File: src/rtl/emac_pkg.sv
// Shared types, constants and command/status structs for the moving average crossover block.
package emac_pkg;

  localparam int unsigned MaxWindowDef = 1024;
  localparam int unsigned PriceW       = 42;
  localparam int unsigned SumW         = 52;
  localparam int unsigned RegW         = 10;
  localparam int unsigned CfgIdxW      = 1;
  localparam logic [CfgIdxW-1:0] CfgFast = 1'b0;
  localparam logic [CfgIdxW-1:0] CfgSlow = 1'b1;

  localparam logic [1:0] StValid   = 2'd0;
  localparam logic [1:0] StWarming = 2'd1;
  localparam logic [1:0] StRange   = 2'd2;
  localparam logic [1:0] StWindows = 2'd3;

  localparam logic signed [1:0] DirUp   = 2'sd1;
  localparam logic signed [1:0] DirDown = -2'sd1;
  localparam logic signed [1:0] DirFlat = 2'sd0;

  typedef enum logic [3:0] {
    S_IDLE, S_RDF, S_RDS, S_UPD, S_FST, S_DIVF, S_DIVS, S_MUL, S_CMP, S_OUT
  } emac_state_e;

  // Controller to datapath.
  typedef struct packed {
    logic load;      // capture input word, check it
    logic rd_fast;   // read ring entry fast_window back
    logic rd_slow;   // read ring entry slow_window back, latch fast read
    logic update;    // update sums, ring, pointers
    logic div_start; // start a division
    logic div_sel;   // 0 fast sum, 1 slow sum
    logic mul;       // remainder cross-products
    logic compare;   // form direction
  } emac_cmd_t;

  // Datapath to controller.
  typedef struct packed {
    logic reject;    // item is rejected (status already known)
    logic full;      // window full after update
    logic div_done;
  } emac_sts_t;

endpackage

File: src/rtl/emac_ctrl.sv
// Sequencing state machine of the moving average crossover block.
module emac_ctrl
  import emac_pkg::*;
(
  input  logic      clk_i,
  input  logic      rst_ni,
  input  logic      in_valid_i,
  output logic      in_ready_o,
  output logic      out_valid_o,
  input  logic      out_ready_i,
  output emac_cmd_t cmd_o,
  input  emac_sts_t sts_i
);

  emac_state_e state_q, state_d;

  always_comb begin
    state_d = state_q;
    unique case (state_q)
      S_IDLE: if (in_valid_i) state_d = S_RDF;
      S_RDF:  state_d = sts_i.reject ? S_OUT : S_RDS;
      S_RDS:  state_d = S_UPD;
      S_UPD:  state_d = sts_i.full ? S_FST : S_OUT;
      S_FST:  state_d = S_DIVF;
      S_DIVF: if (sts_i.div_done) state_d = S_DIVS;
      S_DIVS: if (sts_i.div_done) state_d = S_MUL;
      S_MUL:  state_d = S_CMP;
      S_CMP:  state_d = S_OUT;
      S_OUT:  if (out_ready_i) state_d = S_IDLE;
      default: state_d = S_IDLE;
    endcase
  end

  always_comb begin
    cmd_o       = '0;
    in_ready_o  = 1'b0;
    out_valid_o = 1'b0;
    unique case (state_q)
      S_IDLE: begin
        in_ready_o = 1'b1;
        cmd_o.load = in_valid_i;
      end
      S_RDF: cmd_o.rd_fast = 1'b1;
      S_RDS: cmd_o.rd_slow = 1'b1;
      S_UPD: cmd_o.update = 1'b1;
      // sums are updated by now
      S_FST: cmd_o.div_start = 1'b1;
      S_DIVF: begin
        cmd_o.div_start = sts_i.div_done;
        cmd_o.div_sel   = sts_i.div_done;
      end
      S_DIVS: cmd_o.div_sel = 1'b1;
      S_MUL:  cmd_o.mul = 1'b1;
      S_CMP:  cmd_o.compare = 1'b1;
      S_OUT:  out_valid_o = 1'b1;
      default: ;
    endcase
  end

  always_ff @(posedge clk_i or negedge rst_ni) begin
    if (!rst_ni) begin
      state_q <= S_IDLE;
    end else begin
      state_q <= state_d;
    end
  end

endmodule

File: config.mk
export PLATFORM = sky130hd
export DESIGN_NAME = emac_ctrl
export DESIGN_NICKNAME = d
export VERILOG_FILES = /design/src/rtl/emac_pkg.sv /design/src/rtl/emac_ctrl.sv
export SDC_FILE = /design/constraint.sdc
export NUM_CORES = 1
export LEC_CHECK = 0
export ABC_AREA = 1
export BUFFER_PORTS_ARGS = -buffer_cell sky130_fd_sc_hd__buf_2
export CAP_MARGIN = 20
export CORE_AREA = 2 2 39 41
export DETAILED_ROUTE_END_ITERATION = 8
export DIE_AREA = 0 0 41 43
export PLACE_DENSITY_LB_ADDON = 0.2
export SLEW_MARGIN = 20
export SYNTH_ARGS = -nofsm -noshare
export SYNTH_HDL_FRONTEND = slang
export SYNTH_SLANG_ARGS = --single-unit
export TNS_END_PERCENT = 20
File: constraint.sdc
create_clock -name clk_i -period 2.6 [get_ports clk_i]
set_input_delay 0.26 -clock clk_i [delete_from_list [all_inputs] [get_ports clk_i]]
set_output_delay 0.26 -clock clk_i [all_outputs]
set_load 0.005 [all_outputs]
==> results.yml, run 1 <==
status:
  status: "completed"
yosys:
  synth_seq_area_share_pct: 26.49
  ys_ff_latch: 4
  syn_area_um2: 377.9
  syn-num-nets: 68
  synth_area_leader_cell: "dfrtp_1"
  synth.avg_cell_area_um2: 6.194
  netlist_top_cells_area: "dfrtp_1 26%, nand2_1 13%, inv_1 8.9%"
  post_synth_num_cell_types: 15
  synth_top_cell_area_share_pct: 26.49
  synth_cells: 61
  yosys_warnings: 0
clock_network:
  clockRootBuffer: "clkbuf_4"
  holdBufCountCts: 1
  cts.sinks: 4
  path_clk_slew_ns: 0.03
  clk_path_buf_depth: 2
  cts-buffers-inserted: 3
  cts_resized: 0
  h-tree-depth: 1
  clk_latency_ns: 0.23
  post_cts_buffers: 0
  cts_tree: "yes"
timing:
  tns_ns: 0
  fmax_mhz: 623.2
  final-max-slew-violation-count: 0
  fin_ws_ns: 0.9953
  timing.final.crit_share_pct: 61.72
  finalSetupViolCount: 0
  rsz0062_at_grt: "no"
  fin_crit_ns: 1.605
  max_slew_margin_pct: 83.14
  hold_viol_final: 0
  worst_pin_slew_ns: 0.2509
  fin_skew_ns: 0.001337
job:
  drv_cap: 0
placement:
  io_buffers: 16
  gp_congestion: 0.7666
  hpwlAfterDp_um: 797.4
  dp.cells: 93
  pre_cts_ws_ns: 1.247
final_layout:
  final_cell_count_no_fill: 97
  mostFrequentLayoutCells: "16 x buf_2, 13 x nand2_1, 9 x inv_1, 8 x nor2_1, 6 x nand3_1"
  top_regs: "state_q (4)"
  postLayoutCoreUtil_pct: 36.89
  regMostFlops: "state_q"
  final_nets: 90
  final_common_cell: "buf_2"
  fillers: 153
  drive_gt1_share_pct: 39.51
  area_growth_pct: 35.10
  largest_register_ffs: 4
  antennaDiodeCount: 0
die:
  start_util_pct: 27.31
  die_w_um: 41
  std_cell_rows: 14
  dieHeight_um: 43
  core_mm2: 0.001384
  num_io_pins: 17
  die_area_mm2: 0.001763
critical_path:
  path_delay_family: "flip-flops"
  r2r_setup_slack_ns: 1.45
  cp-start-kind: "register"
  path_max_fanout: 5
  critPathBufInv: 2
  cp_cell_sequence: "inv_1, nand2_1, nor3_1, a31o_2, buf_2"
  slowest_stage: "dfrtp_1"
  cp.arrival_ns: 1.34
  crit_type: "register to output port"
  cp-end-kind: "output port"
  cpPeakStageDelay_ns: 0.39
  worstPathRequired_ns: 2.34
route:
  vias: 468
  drtIter0Drc: 11
  ant_nets: 0
  wirelength_um: 926
  viasPerCell: 4.825
  first_pass_iters: 4
  wl_per_cell_um: 9.546
  drc: 0
global_routing:
  grt.overflow.total: 0
  grt_pass1_vias: 384
  grt_pass1_wl_um: 1462
  grt_use_total_pct: 12.61
  grt_antenna_before_repair: 0
  grt_start_max_net_pins: 8
power_and_ir_drop:
  power_leakage_nw: 0.3062
  power_density_mw_per_mm2: 1065
  ir_worst_vdd_uv: 398.1
worst_hold_path:
  holdCritPathClass: "input pin to register"
==> worst reg2reg max path: cells and delay by family, from the launching register on <==
| kind | cells | cell delay, ns |
|---|---|---|
| simple gates | 6 | 0.50 |
| buf+inv | 1 | 0.10 |
| flops | 1 | 0.45 |
==> cell families (layout without fill, tap and decap cells) <==
kind of cell	count (synthesis)	after routing	synth area share, %
simple gates	42	42	55.96
compound gates	3	3	5.629
flops	4	4	26.49
buf+inv	12	32	11.92
==> Yosys cell counts (all sizes together) <==
library cell,number
nor2,13
nand2,15
dfrtp,4
nand4,3
a211oi,1
nand3,8
inv,12
o21ai,1
nor3,3
a31o,1
==> final timing paths <==
path	start	end	cells after the start
min in group asynchronous	rst_ni	state_q[0]	2
min reg2reg	state_q[0]	state_q[0]	2
max	state_q[3]	cmd_o[2]	5
max in group asynchronous	rst_ni	state_q[3]	2
max reg2reg	state_q[0]	state_q[0]	7
min	sts_i[1]	state_q[2]	3
==> routing by layer <==
metal  global-route usage (%)  vias to the layer above  routed length (µm)
met2                    19.69                       29                 458
met4                    8.667                        0                   0
li1                         -                      238                   -
met1                    13.40                      201                 371
met5                        0                        -                   0
met3                    4.188                        0                  97
==> through the flow <==
| stage | power [W] | hold WS, ns | cell area, µm² |
|---|---|---|---|
| CTS | 0.0005479 | 0.2853 | 510.5 |
| global placement | 0.0004807 | 0.06690 | 478.0 |
| finish | 0.0005437 | 0.2948 | 510.5 |
| floorplan | 0.0003633 | -0.03559 | 377.9 |
| global route | 0.0006024 | 0.3159 | 510.5 |
| detailed placement | 0.0004683 | 0.06825 | 478.0 |
==> cell type report <==
| cell class | count | area [µm²] | share of cell area [%] |
|---|---|---|---|
| clock buffer | 3 | 22.52 | 4.412 |
| inverter | 12 | 45.04 | 8.824 |
| multi-input combinational | 45 | 232.7 | 45.59 |
| sequential | 4 | 100.1 | 19.61 |
| tap | 16 | 20.02 | 3.922 |
| timing repair buffer | 17 | 90.09 | 17.65 |
==> power by group <==
part	total, W	internal, W	leakage (nW)	switching (W)
registers	0.000131	0.0000899	0.0509	0.0000407
clock network	0.0000744	0.0000515	0.0138	0.0000229
logic	0.000339	0.000124	0.242	0.000215
total	0.000544	0.000265	0.306	0.000279
(Power assumes the default switching activity.)
==> run 2: changes to the inputs <==
==> constraint.sdc (replaced) <==
create_clock -name clk_i -period 1.4 [get_ports clk_i]
set_input_delay 0.14 -clock clk_i [delete_from_list [all_inputs] [get_ports clk_i]]
set_output_delay 0.14 -clock clk_i [all_outputs]
set_load 0.005 [all_outputs]
==> run 2 against run 1 <==
Global-route usage up 0.68 points. Clock skew up 0.0027 ns. Flip-flop and latch count unchanged. Hold slack worse by 0.14 ns. Wire length up 18%. Cell count up 5.2%. Combinational power up 130%. Sequential power up 110%. Largest cell class unchanged. Largest power group unchanged.
==> results.yml, run 2 (synthesized netlist as in run 1, its figures left out) <==
timing:
  fmax_mhz: 715.8
  max_slew_margin_pct: 88.25
  fin_ws_ns: 0.003011
  tns_ns: 0
  timing.final.crit_share_pct: 99.78
  worst_pin_slew_ns: 0.1751
  rsz0062_at_grt: "yes"
  whs_ns: 0.1575
  fin_skew_ns: 0.004066
  final-max-slew-violation-count: 0
  fin_crit_ns: 1.397
  finalSetupViolCount: 0
  hold_viol_final: 0
final_layout:
  final_nets: 95
  design_area_um2: 590.6
  fillers: 156
  seq_area_um2: 103.9
  multiInputGateArea_um2: 269.0
  final_common_cell: "buf_2"
  area_growth_pct: 56.29
  antennaDiodeCount: 0
  postLayoutCoreUtil_pct: 42.68
  mostFrequentLayoutCells: "16 x buf_2, 12 x nand2_1, 8 x inv_1, 7 x nor2_1, 6 x nand3_1"
  drive_gt1_share_pct: 52.33
  regMostFlops: "state_q"
  largest_register_ffs: 4
  top_regs: "state_q (4)"
route:
  vias: 477
  wirelength_um: 1097
  drc: 0
  wl_per_cell_um: 10.75
  drtIter0Drc: 11
  viasPerCell: 4.676
  ant_nets: 0
  first_pass_iters: 4
critical_path:
  worstPathRequired_ns: 1.26
  cp-end-kind: "output port"
  reg2reg_from: "state_q[3]"
  critPathBufInv: 2
  crit_start: "state_q[0]"
  cp_cell_sequence: "buf_4, nor3_4, a31o_2, buf_2"
  cp-start-kind: "register"
  slowest_stage: "dfrtp_2"
  cp.arrival_ns: 1.26
  crit_type: "register to output port"
  path_delay_family: "flip-flops"
  path_max_fanout: 7
  cpPeakStageDelay_ns: 0.46
die:
  start_util_pct: 27.31
  die_area_mm2: 0.001763
  die_w_um: 41
  num_io_pins: 17
  std_cell_rows: 14
  core_mm2: 0.001384
  dieHeight_um: 43
clock_network:
  cts_tree: "yes"
  clk_latency_ns: 0.23
  cts-buffers-inserted: 3
  clockRootBuffer: "clkbuf_4"
  cts.sinks: 4
  clk_path_buf_depth: 2
  h-tree-depth: 1
  path_clk_slew_ns: 0.04
placement:
  io_buffers: 16
  hpwlAfterDp_um: 800.3
  gp_congestion: 0.7447
  place_area_um2: 478.0
  pre_cts_ws_ns: 0.1689
global_routing:
  grt.overflow.total: 0
  grt_pass1_wl_um: 1566
  grt_antenna_before_repair: 0
  grt_start_max_net_pins: 8
  grt_use_total_pct: 13.29
  grt_pass1_vias: 404
power_and_ir_drop:
  power_density_mw_per_mm2: 2033
  ir_worst_vdd_uv: 830.6
  power_leakage_nw: 0.3425
job:
  drv_cap: 0
worst_hold_path:
  holdCritPathClass: "input pin to register"
  min_from: "sts_i[1]"
status:
  status: "completed"
==> run 2: final cells by class <==
cell class,instances,area share [%]
clock buffers,3,3.814
inverters,12,8.051
multi-input cells,45,45.55
flip-flops and latches,4,17.58
well taps,16,3.390
repair buffers,22,21.61
==> run 2: power breakdown <==
| group | internal [W] | switching (W) | leakage, nW | total, W |
|---|---|---|---|---|
| Sequential | 0.000174 | 0.000103 | 0.0469 | 0.000277 |
| Clock | 0.0000956 | 0.0000433 | 0.0138 | 0.000139 |
| Combinational | 0.000319 | 0.000465 | 0.282 | 0.000785 |
| Total | 0.000589 | 0.000611 | 0.342 | 0.00120 |
==> run 2: stage by stage <==
step                total power (W)  std cells
floorplan                 0.0006746         61
global placement          0.0008865         93
detailed placement        0.0008707         93
CTS                        0.001030         97
global route               0.001320        102
finish                     0.001201        102
==> run 2: final timing paths <==
path | endpoint | slack, ns | cells past startpoint
max | cmd_o[2] | 0.003 | 4
min | state_q[2] | 0.16 | 3
max reg2reg | state_q[0] | 0.20 | 8
min reg2reg | state_q[0] | 0.62 | 2
max in group asynchronous | state_q[2] | 1.04 | 2
min in group asynchronous | state_q[1] | 0.23 | 2
==> run 2: metal layers <==
layer | part of all wire [%] | vias up | wire [µm] | GRT usage, %
met4 | 0 | 0 | 0 | 10.00
met3 | 4.7 | 0 | 52 | 1.571
li1 | - | 245 | - | -
met1 | 43 | 220 | 468 | 15.26
met5 | 0 | - | 0 | 0
met2 | 53 | 12 | 576 | 20.94
==> run 2: repair_timing <==
item                                   4_1_cts  5_1_grt
endpoints found under the hold margin        4        0
gates resized for setup                      2       11
setup buffers                                0        5
hold buffers                                 1        0
pin swaps                                    0        1
setup endpoints to repair                    1        7
==> run 2: worst register-to-register path, stage by stage, from the launching register on <==
cell and delay, ns:
dfrtp_1 0.41, inv_2 0.08, buf_4 0.14, nor2_1 0.11, nand3_2 0.10, nand2_1 0.08
nor2_1 0.05, nand2_1 0.07, nand2_1 0.05
